===== config.mk =====
export PLATFORM = sky130hd
export DESIGN_NAME = iogr_front
export DESIGN_NICKNAME = d
export VERILOG_FILES = /design/src/iogr_pkg.sv /design/src/iogr_front.sv
export SDC_FILE = /design/constraint.sdc
export NUM_CORES = 1
export LEC_CHECK = 0
export ABC_CLOCK_PERIOD_IN_PS = 2400
export BUFFER_PORTS_ARGS = -buffer_cell sky130_fd_sc_hd__buf_2
export CAP_MARGIN = 40
export CORE_MARGIN = 2
export CORE_UTILIZATION = 41
export DETAILED_ROUTE_END_ITERATION = 8
export GPL_ROUTABILITY_DRIVEN = 0
export MAX_ROUTING_LAYER = met4
export PLACE_DENSITY_LB_ADDON = 0.12
export SYNTH_ARGS = -nofsm -noshare
export SYNTH_HDL_FRONTEND = slang
export SYNTH_SLANG_ARGS = --single-unit

===== constraint.sdc =====
create_clock -name vclk -period 2.4
set_input_delay 0.48 -clock vclk [all_inputs]
set_output_delay 0.48 -clock vclk [all_outputs]
set_load 0.05 [all_outputs]

===== src/iogr_pkg.sv =====
`timescale 1ns / 1ps
// ----------------------------------------------------------------------------
// iogr_pkg
// Shared constants, item and configuration types for the occupancy grid
// rasterizer.
// ----------------------------------------------------------------------------
package iogr_pkg;

  localparam int MAX_COLS   = 256;
  localparam int MAX_ROWS   = 256;
  localparam int MAX_RADIUS = 7;

  localparam int COL_W   = $clog2(MAX_COLS);
  localparam int ROW_W   = $clog2(MAX_ROWS);
  localparam int CRD_W   = 11;
  localparam int WIDE_W  = 13;
  localparam int ERR_W   = 16;
  localparam int DIM_W   = 9;
  localparam int CRAD_W  = 3;
  localparam int RAD_W   = 5;
  localparam int EDIM_W  = 11;

  localparam int FIFO_DEPTH = 4;
  localparam int FIFO_AW    = $clog2(FIFO_DEPTH);

  localparam logic [1:0] REQ_RECT  = 2'd0;
  localparam logic [1:0] REQ_LINE  = 2'd1;
  localparam logic [1:0] REQ_QUERY = 2'd2;

  localparam logic [1:0] OP_RECT  = 2'd0;
  localparam logic [1:0] OP_LINE  = 2'd1;
  localparam logic [1:0] OP_QUERY = 2'd2;
  localparam logic [1:0] OP_NONE  = 2'd3;

  localparam logic [1:0] REG_WIDTH  = 2'd0;
  localparam logic [1:0] REG_HEIGHT = 2'd1;
  localparam logic [1:0] REG_RADIUS = 2'd2;

  typedef struct packed {
    logic [1:0]              op;
    logic signed [CRD_W-1:0] x0;
    logic signed [CRD_W-1:0] y0;
    logic signed [CRD_W-1:0] x1;
    logic signed [CRD_W-1:0] y1;
  } item_t;

  typedef struct packed {
    logic [EDIM_W-1:0] eff_w;
    logic [EDIM_W-1:0] eff_h;
    logic [RAD_W-1:0]  eff_r;
  } cfg_t;

  typedef struct packed {
    logic clearing;
    logic pop;
  } back_stat_t;

  function automatic logic signed [WIDE_W-1:0] sx(input logic signed [CRD_W-1:0] v);
    sx = {{(WIDE_W-CRD_W){v[CRD_W-1]}}, v};
  endfunction

endpackage


===== src/iogr_front.sv =====
`timescale 1ns / 1ps
// ----------------------------------------------------------------------------
// iogr_front
// Accepts items and classifies them into operations for the back.
// ----------------------------------------------------------------------------
module iogr_front import iogr_pkg::*; (
  input  logic                    in_valid,
  input  logic                    stall,
  input  logic [1:0]              in_req_type,
  input  logic signed [CRD_W-1:0] in_x0,
  input  logic signed [CRD_W-1:0] in_y0,
  input  logic signed [CRD_W-1:0] in_x1,
  input  logic signed [CRD_W-1:0] in_y1,
  output logic                    push,
  output item_t                   push_item
);

  logic [1:0] op;

  always_comb begin
    unique case (in_req_type)
      REQ_RECT:  op = (in_x0 > in_x1 || in_y0 > in_y1) ? OP_NONE : OP_RECT;
      REQ_LINE:  op = OP_LINE;
      REQ_QUERY: op = OP_QUERY;
      default:   op = OP_NONE;
    endcase
  end

  assign push           = in_valid && !stall;
  assign push_item.op   = op;
  assign push_item.x0   = in_x0;
  assign push_item.y0   = in_y0;
  assign push_item.x1   = in_x1;
  assign push_item.y1   = in_y1;

endmodule


==> reports/qor.csv <==
stage;metric;value;unit
drt;vias;957;
cts;cts_setup_buffers;0;
cells_and_area;num-clock-buffers;0;
drt;drt_iter0_drc;2;
drt;wl;1.85;mm
placed_design;placedInstanceArea;1160;sq um
power;p_leak;0.794;nW
timing;slew_headroom;0.833;
setup_path;critPathArrivalTime;1.85;ns
status;status;complete, no violations;
setup_path;critPathMaxFanout;3;
placed_design;place_inst;216;
cells_and_area;area_growth;29.4;%
cts;ctsHoldBuffers;0;
logic_synthesis;ys_warn_count;0;
global_routing;gr-usage-all-layers;0.121;
cells_and_area;fin_area;1230;sq um
global_routing;grt_pass1_wl;2.65;mm
cells_and_area;fin_cells;216;
logic_synthesis;ys_seq_area_frac;0;
cells_and_area;seq_cell_count;0;
drt;drt_first_pass_iters;4;
timing;fmax;429;MHz
placed_design;port_buffers;95;
timing;fin_crit;2.33;ns
timing;setup_viol;0;
cells_and_area;fillerInstances;222;
hold_path;hold_depth;2;
hold_path;worstHoldStart;in_x1[8];
cells_and_area;ff_latch_area;0;sq um
cells_and_area;n_antenna_cell;0;
cells_and_area;drive_gt1_frac;0.569;
floorplan;initial_core_util;0.433;
timing;fin_crit_sh;0.970;
drt;wl_per_cell;8.56;um
hold_path;hp-class;in -> out;
drt;viasPerCell;4.43;
floorplan;ioPinCount;95;
global_routing;first_global_vias;723;
global_routing;grt_overflow;0;
logic_synthesis;synth_area;948;sq um
setup_path;setup.worst_path.end_class;output port;
floorplan;rows;17;
setup_path;cp-start-kind;primary input;
logic_synthesis;synthCells;135;
cells_and_area;mostFrequentLayoutCells;buf_2, inv_1, ha_1;
timing;worstMarginPinSlew;0.252;ns
setup_path;path_class;in -> out;
timing;fin_hold_ws;1.26;ns
hold_path;min_to;push_item[19];
power;power;0.359;mW
power;pwr_density_cell;292;nW/um^2
floorplan;fp.dieW;52.1;um
power;peakVddDrop;0.000157;V
logic_synthesis;syn-num-nets;205;
timing;drv_slew;0;
placed_design;dpl.hpwl;1.72;mm
cells_and_area;final_common_cell;buf_2;
logic_synthesis;synth.distinct_cells;17;
global_routing;antenna_found_initial;0;
setup_path;cp_data_required_time;1.92;ns
logic_synthesis;synth_area_per_cell;7.03;sq um
cells_and_area;final_util;0.560;
drt;remaining_drc_errors;0;
drt;ant_nets;0;
run;maxCapViolations;0;
global_routing;grt_max_degree;4;
floorplan;dieArea;2710;sq um
timing;hold_violations;0;
cells_and_area;nets;260;
floorplan;die_y;52.1;um
floorplan;core;2190;sq um
## cell type report
class,instances,area (sq um),share of cell area
Inverter,30,113,0.0917
Multi-Input combinational cell,61,577,0.470
Tap cell,28,35.0,0.0285
Timing Repair Buffer,97,503,0.410
## what timing repair did
item | in CTS | in global routing
setup endpoints to repair | 2 | 2
pin swaps | 0 | 2
resized for setup | 2 | 10
## worst max path at each step
stage,startpoint,end,slack [ns],depth (start not counted)
3_3_place_gp,in_x0[2],push_item[44],0.02,8
5_1_grt,in_y1[10],push_item[44],-0.02,9
4_1_cts,in_x0[2],push_item[45],0.02,8
6_report,in_y0[10],push_item[44],0.07,8
3_5_place_dp,in_x0[2],push_item[45],-0.007,8
2_1_floorplan,in_y1[2],push_item[44],0.14,6
## through the flow
stage	TNS [ns]	setup slack, ns
after detailed placement	-0.0122	-0.00716
after global routing	-0.0317	-0.0206
final	0	0.0713
after floorplan	0	0.140
after global placement	0	0.0214
after CTS	0	0.0156
## worst max-delay path, cell delays in order
cell and delay, ns:
buf_2 0.10, ha_1 0.33, nand4_1 0.16, nor2_1 0.07, a221oi_1 0.26, buf_4 0.17, o221ai_2 0.11, buf_6 0.16
## cells in the mapped netlist
cell type | n | area (sq um)
a221oi_1 | 2 | 17.5
nand2_1 | 4 | 15.0
o211ai_1 | 2 | 15.0
nor2b_1 | 1 | 6.26
a21oi_1 | 8 | 40.0
nand3_1 | 2 | 10.0
nand2b_1 | 4 | 25.0
inv_1 | 30 | 113
ha_1 | 22 | 275
o32ai_1 | 2 | 17.5
o21ai_1 | 1 | 5.00
buf_4 | 44 | 330
nand4_1 | 3 | 18.8
o221ai_1 | 2 | 17.5
nand4_2 | 1 | 12.5
nor2_1 | 4 | 15.0
o21ai_0 | 3 | 15.0
## where the power goes
group | switching, mW | internal [mW]
Combinational | 0.244 | 0.114
Clock | 0 | 0
Sequential | 0 | 0
## cells by family (layout without fill, tap and decap cells)
family,count (synthesis),count (layout),share of synthesized area
AOI/OAI and AO/OA,20,20,0.135
adders and majority gates,22,22,0.290
buffers and inverters,74,127,0.467
and+or+nand+nor,19,19,0.108
## metal layers
metal / GRT usage / vias to the layer above / part of all wire / wire [um]
li1: - / 505 / - / -
met1: 0.163 / 394 / 0.44 / 817
met2: 0.217 / 58 / 0.45 / 824
met3: 0 / 0 / 0.11 / 208
met4: 0 / 0 / 0 / 0
met5: - / - / 0 / 0
Note: power is estimated with default switching activity, not from simulation.
