<file path="src/iogr_pkg.sv">
`timescale 1ns / 1ps
// ----------------------------------------------------------------------------
// iogr_pkg
// Shared constants, item and configuration types for the occupancy grid
// rasterizer.
// ----------------------------------------------------------------------------
package iogr_pkg;

  localparam int MAX_COLS   = 256;
  localparam int MAX_ROWS   = 256;
  localparam int MAX_RADIUS = 7;

  localparam int COL_W   = $clog2(MAX_COLS);
  localparam int ROW_W   = $clog2(MAX_ROWS);
  localparam int CRD_W   = 11;
  localparam int WIDE_W  = 13;
  localparam int ERR_W   = 16;
  localparam int DIM_W   = 9;
  localparam int CRAD_W  = 3;
  localparam int RAD_W   = 5;
  localparam int EDIM_W  = 11;

  localparam int FIFO_DEPTH = 4;
  localparam int FIFO_AW    = $clog2(FIFO_DEPTH);

  localparam logic [1:0] REQ_RECT  = 2'd0;
  localparam logic [1:0] REQ_LINE  = 2'd1;
  localparam logic [1:0] REQ_QUERY = 2'd2;

  localparam logic [1:0] OP_RECT  = 2'd0;
  localparam logic [1:0] OP_LINE  = 2'd1;
  localparam logic [1:0] OP_QUERY = 2'd2;
  localparam logic [1:0] OP_NONE  = 2'd3;

  localparam logic [1:0] REG_WIDTH  = 2'd0;
  localparam logic [1:0] REG_HEIGHT = 2'd1;
  localparam logic [1:0] REG_RADIUS = 2'd2;

  typedef struct packed {
    logic [1:0]              op;
    logic signed [CRD_W-1:0] x0;
    logic signed [CRD_W-1:0] y0;
    logic signed [CRD_W-1:0] x1;
    logic signed [CRD_W-1:0] y1;
  } item_t;

  typedef struct packed {
    logic [EDIM_W-1:0] eff_w;
    logic [EDIM_W-1:0] eff_h;
    logic [RAD_W-1:0]  eff_r;
  } cfg_t;

  typedef struct packed {
    logic clearing;
    logic pop;
  } back_stat_t;

  function automatic logic signed [WIDE_W-1:0] sx(input logic signed [CRD_W-1:0] v);
    sx = {{(WIDE_W-CRD_W){v[CRD_W-1]}}, v};
  endfunction

endpackage

</file>
<file path="src/iogr_fifo.sv">
`timescale 1ns / 1ps
// ----------------------------------------------------------------------------
// iogr_fifo
// Short item queue between the front and the back.
// ----------------------------------------------------------------------------
module iogr_fifo import iogr_pkg::*; (
  input  logic  clk,
  input  logic  rst_n,
  input  logic  push,
  input  item_t push_item,
  input  logic  pop,
  output item_t head,
  output logic  full,
  output logic  empty
);

  item_t              mem_r [FIFO_DEPTH];
  logic [FIFO_AW-1:0] wp_r, rp_r;
  logic [FIFO_AW:0]   cnt_r;

  always_ff @(posedge clk) begin
    if (!rst_n) begin
      wp_r  <= '0;
      rp_r  <= '0;
      cnt_r <= '0;
    end else begin
      if (push) begin
        mem_r[wp_r] <= push_item;
        wp_r        <= wp_r + 1'b1;
      end
      if (pop) rp_r <= rp_r + 1'b1;
      if (push && !pop) cnt_r <= cnt_r + 1'b1;
      else if (!push && pop) cnt_r <= cnt_r - 1'b1;
    end
  end

  assign head  = mem_r[rp_r];
  assign full  = (cnt_r == (FIFO_AW+1)'(FIFO_DEPTH));
  assign empty = (cnt_r == '0);

endmodule

</file>
<file path="config.mk">
export PLATFORM = sky130hd
export DESIGN_NAME = iogr_fifo
export DESIGN_NICKNAME = d
export VERILOG_FILES = /design/src/iogr_pkg.sv /design/src/iogr_fifo.sv
export SDC_FILE = /design/constraint.sdc
export NUM_CORES = 1
export LEC_CHECK = 0
export ABC_AREA = 1
export BUFFER_PORTS_ARGS = -buffer_cell sky130_fd_sc_hd__buf_2
export CORE_ASPECT_RATIO = 0.9
export CORE_UTILIZATION = 40
export CTS_CLUSTER_SIZE = 10
export DETAILED_ROUTE_END_ITERATION = 10
export PLACE_DENSITY_LB_ADDON = 0.25
export SLEW_MARGIN = 0
export SYNTH_ARGS = -nofsm -noshare
export SYNTH_HDL_FRONTEND = slang
export SYNTH_SLANG_ARGS = --single-unit
</file>
<file path="constraint.sdc">
create_clock -name clk -period 7 [get_ports clk]
set_input_delay 1.4 -clock clk [delete_from_list [all_inputs] [get_ports clk]]
set_output_delay 1.4 -clock clk [all_outputs]
set_load 0.02 [all_outputs]
</file>
==> results.md, run 1 <==
CTS:
- The H-tree generated during clock tree synthesis spans 4 levels.
- Counting the buffers created by CTS gives 17.
- TritonCTS built the clock tree.
- The post-cts repair resize count is 0.
- Once the clock tree was built, the setup fixing pass inserted 0 buffers.
- Hold repair after CTS inserted 0 buffers.
- The CTS clock-pin slew for the worst setup and hold paths is 0.07 ns.
- The clock network latency to the later pin of the worst-skew pair is 0.43 ns.
- The library cell used as clock root buffer is sky130_fd_sc_hd__clkbuf_16.
- The sink count of the clock tree is 193.
- The maximum clock path buffer count is 2.

Worst setup path:
- The worst path required time is 5.60 ns.
- The largest driver fanout on the critical path is 47.
- The critical path goes through inv_2 -> o21ai_0 -> o22ai_1 -> buf_2.
- The worst-path cell with the longest stage delay is sky130_fd_sc_hd__inv_2.
- Data on the critical path arrives at its endpoint at 2.54 ns.
- The worst setup path is captured at an output port.
- The path type of the worst setup path is flop to output port.
- STA classifies the critical path startpoint as a flop.
- The delay of the slowest cell on the worst path is 0.76 ns.

Detailed routing:
- Before antenna repair, the detailed router went through 4 iterations.
- Wires add up to 14.6 mm.
- In this run the remaining antenna-violating nets after routing total 0.
- The average vias per placed instance is 5.08.
- The average wire length per cell after detail routing is 17.1 microns.
- The DRC marker count from the first detailed-route iteration is 342.
- Across all layers, the routed design uses 4321 vias.
- The number of DRC violations after detailed routing is 0.

Yosys:
- Sorting the synthesized cells by area gives the leading types as sky130_fd_sc_hd__edfxtp_1 76%, sky130_fd_sc_hd__nor2_1 5.2%, sky130_fd_sc_hd__o21ai_0 4.4%.
- The post-synthesis area per instance is 14.4 sq um.
- The cell type with the largest total area after synthesis is sky130_fd_sc_hd__edfxtp_1.
- Synthesis produced 504 cells.
- The fraction of post-synthesis cell area in the top cell type by area is 76.0%.
- The number of nets in the synthesized netlist is 560.
- The count of unique library cells instantiated by Yosys is 19.
- After synthesis, flip-flops and latches occupy 78.5% of the total area.
- The post-synthesis instance area is 0.00727 sq mm.
- The count of synthesis-stage warnings from yosys is 0.
- The flip-flop and latch count after synthesis is 193.

Floorplanning:
- The die is 130 microns tall.
- The site row count is 46.
- The core box area is 0.0177 sq mm.
- The count of boundary I/O pins is 98.
- Measured along the x axis, the die boundary spans 144 microns.
- The total die area is 0.0187 sq mm.
- For this configuration, the core starts out at a cell density of 41.0%.

Place:
- The number of placed cells counting well taps is 818.
- The routability-driven placement congestion ratio is 0.721.
- Once detailed placement completed, the half-perimeter wirelength came to 8.05 mm.
- The number of input and output port buffers inserted is 97.

STA:
- The final worst hold slack is 0.459 ns.
- The slew at the pin with the worst max-slew slack is 0.933 ns.
- The number of pins exceeding their max-slew limit in the final report came to 0.
- The time the worst path needs with I/O delays and setup is 3.94 ns.
- The worst path uses 56.3% of the clock period.
- The worst pin sits at a relative slew slack of 37.8%.
- The number of hold-slack violations in the final timing report is 0.
- The accumulated negative setup slack is 0 ns.
- Setup violations remaining at the end of the flow were counted as 0.
- Setup repair after global routing left no endpoint under its margin.
- Timing would allow up to 254 MHz.
- The clock arrives with 0.00762 ns of skew.

Global route:
- The global-route congestion overflow total is 0.
- The first-pass GRT wire length is 22.4 mm.
- The number of antenna violations at the first check in global routing was 2.
- The via count of the first global-routing pass is 4218.
- For this run, the total global-route usage over all layers was measured as 16.4%.
- The pin count of the biggest net entering global routing is 93.

Layout:
- The final cell count without fillers is 851.
- The top cell types in the final layout, fill and taps aside, are 184 x sky130_fd_sc_hd__edfxtp_1, 97 x sky130_fd_sc_hd__nor2_1, 97 x sky130_fd_sc_hd__buf_2.
- For this run, the post-layout net count is 653.
- The fill cell total of the finished layout is 1597.
- The post-route netlist has 23.1% of its cells at a drive strength greater than 1.
- At the end of the flow the core is filled with cells to 47.9%.
- The area growth from synthesis to layout is 16.9%.
- The library cell used most frequently in the layout, excluding fill and tap cells, is sky130_fd_sc_hd__edfxtp_1.

Pwr:
- The maximum vdd drop is 0.167 mV.
- The overall power after layout is 2.45 mW.
- The total power per unit cell area is 289 mW/mm^2.
- The leakage power is 2.95 nW.

Worst hold path:
- The type of the most critical hold path is flop to flop.

Run:
- The tool flagged a number of max-cap violations equal to 0.

Run status:
- The run finished with clean final reports.
-- stage by stage --
step                      setup slack, ns  area [sq um]
final                                3.06          8500
after global routing                 2.85          8500
after CTS                            2.99          8500
after detailed placement             3.46          7940
after global placement               3.51          7940
after floorplan                      3.12          7270
-- Yosys cell counts --
cell type,number
sky130_fd_sc_hd__ha_1,5
sky130_fd_sc_hd__buf_2,7
sky130_fd_sc_hd__buf_4,1
sky130_fd_sc_hd__o21ai_1,34
sky130_fd_sc_hd__inv_1,16
sky130_fd_sc_hd__nand4_1,1
sky130_fd_sc_hd__dfxtp_1,9
sky130_fd_sc_hd__nor3_1,2
sky130_fd_sc_hd__clkbuf_1,11
sky130_fd_sc_hd__nand2_1,6
sky130_fd_sc_hd__a21oi_1,4
sky130_fd_sc_hd__edfxtp_1,184
sky130_fd_sc_hd__nor2_1,101
sky130_fd_sc_hd__fa_1,1
sky130_fd_sc_hd__nand3_1,1
sky130_fd_sc_hd__o21ai_0,64
sky130_fd_sc_hd__inv_2,1
sky130_fd_sc_hd__buf_6,10
sky130_fd_sc_hd__o22ai_1,46
-- flip-flops by register name, summed over array words and instances (netlist names), named ones only --
signal / flops
rp_r: 2
cnt_r: 3
wp_r: 2
mem_r: 184
-- cell families after synthesis --
family	Yosys count	share of synthesized area, %
buf+inv	46	3.58
fa+ha+maj	6	1.14
flops	193	78.5
simple gates	111	5.82
compound gates	148	11.0
-- critical path, delay by kind of cell, from the launching register on --
family	cells	cell delay (ns)
DFF	1	0.60
AOI/OAI and AO/OA	2	0.51
buffers and inverters	2	0.99
-- worst paths after layout --
| check | end | cells past startpoint | slack (ns) | from |
|---|---|---|---|---|
| min reg2reg | flop | 1 | 0.46 | rp_r[1] |
| max | head[44] | 4 | 3.06 | flop |
| max reg2reg | mem_r[0][11] | 5 | 5.27 | wp_r[0] |
| min | flop | 1 | 0.46 | rp_r[1] |
-- area by class of cell --
type / instances / area (sq um) / share of cell area [%]
inverters: 17 / 63.8 / 0.751
clock inverters: 15 / 135 / 1.59
multi-input cells: 265 / 1330 / 15.7
well taps: 240 / 300 / 3.53
clock buffers: 17 / 425 / 5.01
flip-flops and latches: 193 / 5710 / 67.2
diodes: 1 / 2.50 / 0.0294
repair buffers: 103 / 531 / 6.24
-- report_power, final --
part	total, mW	switching (mW)	internal, mW	leakage, nW
Combinational	0.229	0.159	0.0692	0.933
Clock	0.912	0.419	0.494	0.266
Sequential	1.31	0.0143	1.30	1.75
Total	2.45	0.592	1.86	2.95
-- routing by layer --
layer | wire [microns] | up-vias | GRT usage, %
met5 | 12 | - | 0
li1 | - | 2065 | -
met3 | 985 | 12 | 5.72
met4 | 150 | 2 | 5.63
met1 | 6500 | 2145 | 20.5
met2 | 6920 | 97 | 26.7
No activity file was read; power rests on OpenSTA's default activity.
==> inputs of run 2 (changes only) <==
==> constraint.sdc (replaced) <==
create_clock -name clk -period 4.15 [get_ports clk]
set_input_delay 0.83 -clock clk [delete_from_list [all_inputs] [get_ports clk]]
set_output_delay 0.83 -clock clk [all_outputs]
set_load 0.02 [all_outputs]
==> run 2 against run 1 <==
Critical path depth up 1. Cell count increased by 0.47%. Clock skew rose by 0.0031 ns. Die area unchanged. Clock power grew 77%. Count of clock-buffer cells in the layout stayed put. Sequential power is 68% higher. Global-route usage is 0.42 points higher. Design area up 0.71%. Routed wire length rose by 2.7%. Critical endpoint is now head[3]. Core utilization rose by 0.34 points. Largest power group unchanged. Non-clock buffer count increased by 1.
==> results.md, run 2 (synthesized netlist as in run 1, its figures left out) <==
Layout:
- The net count reported at finish is 654 (+0.15%).
- Counting flops per register, the top entry is mem_r.
- The share of final-layout standard cells stronger than drive strength 1 was 23.6% (+0.45 points).
- The post-route cell area is 0.00856 sq mm (+0.71%).
- Leaving out fill and tap cells, the most frequent cells in the layout are 184 x sky130_fd_sc_hd__edfxtp_1, 97 x sky130_fd_sc_hd__nor2_1, 97 x sky130_fd_sc_hd__buf_2.
- The library cell used most frequently in the layout, excluding fill and tap cells, is sky130_fd_sc_hd__edfxtp_1.
- In the final layout, the registers with the most flip-flops are mem_r (184), cnt_r (3).
- The number of flip-flops under the largest register name came to 184 (unchanged).
- The synthesis-to-finish area growth is 17.7%.

Place:
- The post-placement worst setup slack came to 1.58 ns (-1.88 ns).
- The HPWL after detailed placement was 8.27 mm (+2.7%).
- The routability-driven placement congestion ratio is 0.707 (-1.9%).
- The area of placed instances is 0.00796 sq mm (+0.25%).
- The number of input and output port buffers inserted is 97 (unchanged).

Detailed routing:
- The DRC marker count from the first detailed-route iteration was 264 (-23%).
- The total routed wirelength is 15.0 mm (+2.7%).
- The average vias per placed instance came to 5.06 (-0.40%).
- The number of antenna-violating nets in the routed design is 0 (unchanged).
- The average wire length per cell after detail routing is 17.5 microns (+2.2%).
- The number of DRC violations after detailed routing is 0 (unchanged).
- The count of vias placed by the detailed router is 4324 (+0.069%).
- The number of iterations in the first detailed-routing pass is 5 (+1).

Worst setup path:
- The path type of the worst setup path is flop to output port.
- The largest driver fanout on the critical path is 48 (+2.1%).
- The worst setup path is captured at an output port.
- STA classifies the critical path startpoint as a flop.
- The worst path arrival time is 2.20 ns (-0.34 ns).
- The worst path required time came to 3.32 ns (-2.28 ns).

Worst hold path:
- The tightest min-delay check is of the flop to flop type.

Global route:
- The via count of the first global-routing pass is 4268 (+1.2%).
- The pin count of the biggest net entering global routing is 93 (unchanged).
- The number of antenna violations at the first check in global routing is 5 (+3).
- The combined global-route utilization of all metal layers is 16.8% (+0.42 points).
- The first-pass GRT wire length is 22.8 mm (+1.9%).
- The global-route congestion overflow total is 0 (unchanged).

CTS:
- The total setup buffers inserted after CTS is 0 (unchanged).
- The maximum clock path buffer count is 2 (unchanged).
- The CTS clock-pin slew for the worst setup and hold paths is 0.07 ns (about the same).
- The number of H-tree levels is 4 (unchanged).
- The sink count of the clock tree was 193 (unchanged).
- The number of clock buffers inserted by TritonCTS was 17 (unchanged).
- The quantity of hold-fixing buffers added after cts is 0 (unchanged).
- Clock tree synthesis selected as its root buffer the cell sky130_fd_sc_hd__clkbuf_16.
- The clock network latency to the later pin of the worst-skew pair is 0.43 ns (about the same).
- TritonCTS built the clock tree.
- The post-cts repair resize count was 0 (unchanged).

Floorplanning:
- The count of boundary I/O pins is 98 (unchanged).
- The die height is 130 microns (unchanged).
- The x dimension of the die is 144 microns (unchanged).
- The site row count is 46 (unchanged).
- The total die area came to 0.0187 sq mm (unchanged).
- The core box area came to 0.0177 sq mm (unchanged).
- The initial core utilization is 41.0% (unchanged).

STA:
- The number of pins exceeding their max-slew limit in the final report came to 0 (unchanged).
- The slew at the pin with the worst max-slew slack is 0.912 ns (-0.0204 ns).
- The worst path needs 3.03 ns of the cycle, external delays included.
- The number of failing setup endpoints in the final timing report is 0 (unchanged).
- The final critical-path share of the clock period is 73.1%.
- The number of hold-slack violations in the final timing report is 0 (unchanged).
- The clock skew was 0.0107 ns (+0.00306 ns).
- The tightest slew margin relative to the limit is 39.2% (+1.4 points).
- The top achievable clock speed is 330 MHz.
- The accumulated negative setup slack is 0 ns (unchanged).
- Setup repair after global routing left no endpoint under its margin.
- The worst setup slack after layout is 1.12 ns (-1.94 ns).

Run status:
- The run finished with clean final reports.

Pwr:
- The total power per unit cell area came to 493 mW/mm^2 (+71%).
- The maximum vdd drop was 0.256 mV (+53%).
- The net switching share of the total power came to 24.9% (+0.73 points).
- The clock group share of total power is 38.2% (+1.0 points).
- The sequential share of power was 52.3% (-1.2 points).
- The power spent charging and discharging nets is 1.05 mW (+77%).
- The internal power is 3.17 mW (+70%).
- The portion of total power attributed to combinational logic was 9.5% (+0.2 points).
- The leakage power is 2.98 nW (+1.3%).

Run:
- The max-cap check violation count is 0 (unchanged).
run 2: layout make-up:
cell class / instances / area [sq um]
fillers: 1590 / 9170
well taps: 240 / 300
flip-flops and latches: 193 / 5710
diodes: 4 / 10.0
inverters: 17 / 63.8
multi-input cells: 265 / 1330
repair buffers: 104 / 551
clock inverters: 15 / 168
clock buffers: 17 / 425
run 2: worst paths after layout:
path | start | end | slack [ns] | depth (start not counted)
min reg2reg | rp_r[1] | flop | 0.43 | 1
max | flop | head[3] | 1.12 | 5
max reg2reg | wp_r[0] | mem_r[2][7] | 2.40 | 5
min | rp_r[1] | flop | 0.43 | 1
run 2: power by group through the flow:
stage          clock network (mW)  registers (mW)  logic, mW
2_1_floorplan                   0            2.25      0.255
3_3_place_gp                    0            2.25      0.397
3_5_place_dp                    0            2.25      0.407
4_1_cts                      1.65            2.20      0.408
5_1_grt                      1.73            2.21      0.446
6_report                     1.61            2.20      0.401
run 2: through the flow:
stage	utilization [%]	hold WS (ns)	std cells	total power, mW
after floorplan	-	0.412	504	2.50
after global placement	44.9	0.427	819	2.64
after detailed placement	44.9	0.424	819	2.66
after CTS	48.2	0.432	851	4.26
after global routing	48.2	0.459	852	4.38
final	48.3	0.432	855	4.22
run 2: routing by layer:
metal	share of wire, %	GRT usage, %
met1	43	20.1
met2	47	27.4
met3	9.4	7.38
met4	0.59	5.69
met5	0.087	0
run 2: critical path, cell delays in order, from the launching register on:
cell and delay, ns:
sky130_fd_sc_hd__dfxtp_2 0.32, sky130_fd_sc_hd__inv_2 0.58, sky130_fd_sc_hd__buf_12 0.31, sky130_fd_sc_hd__o21ai_1 0.09, sky130_fd_sc_hd__o22ai_1 0.21, sky130_fd_sc_hd__buf_2 0.22
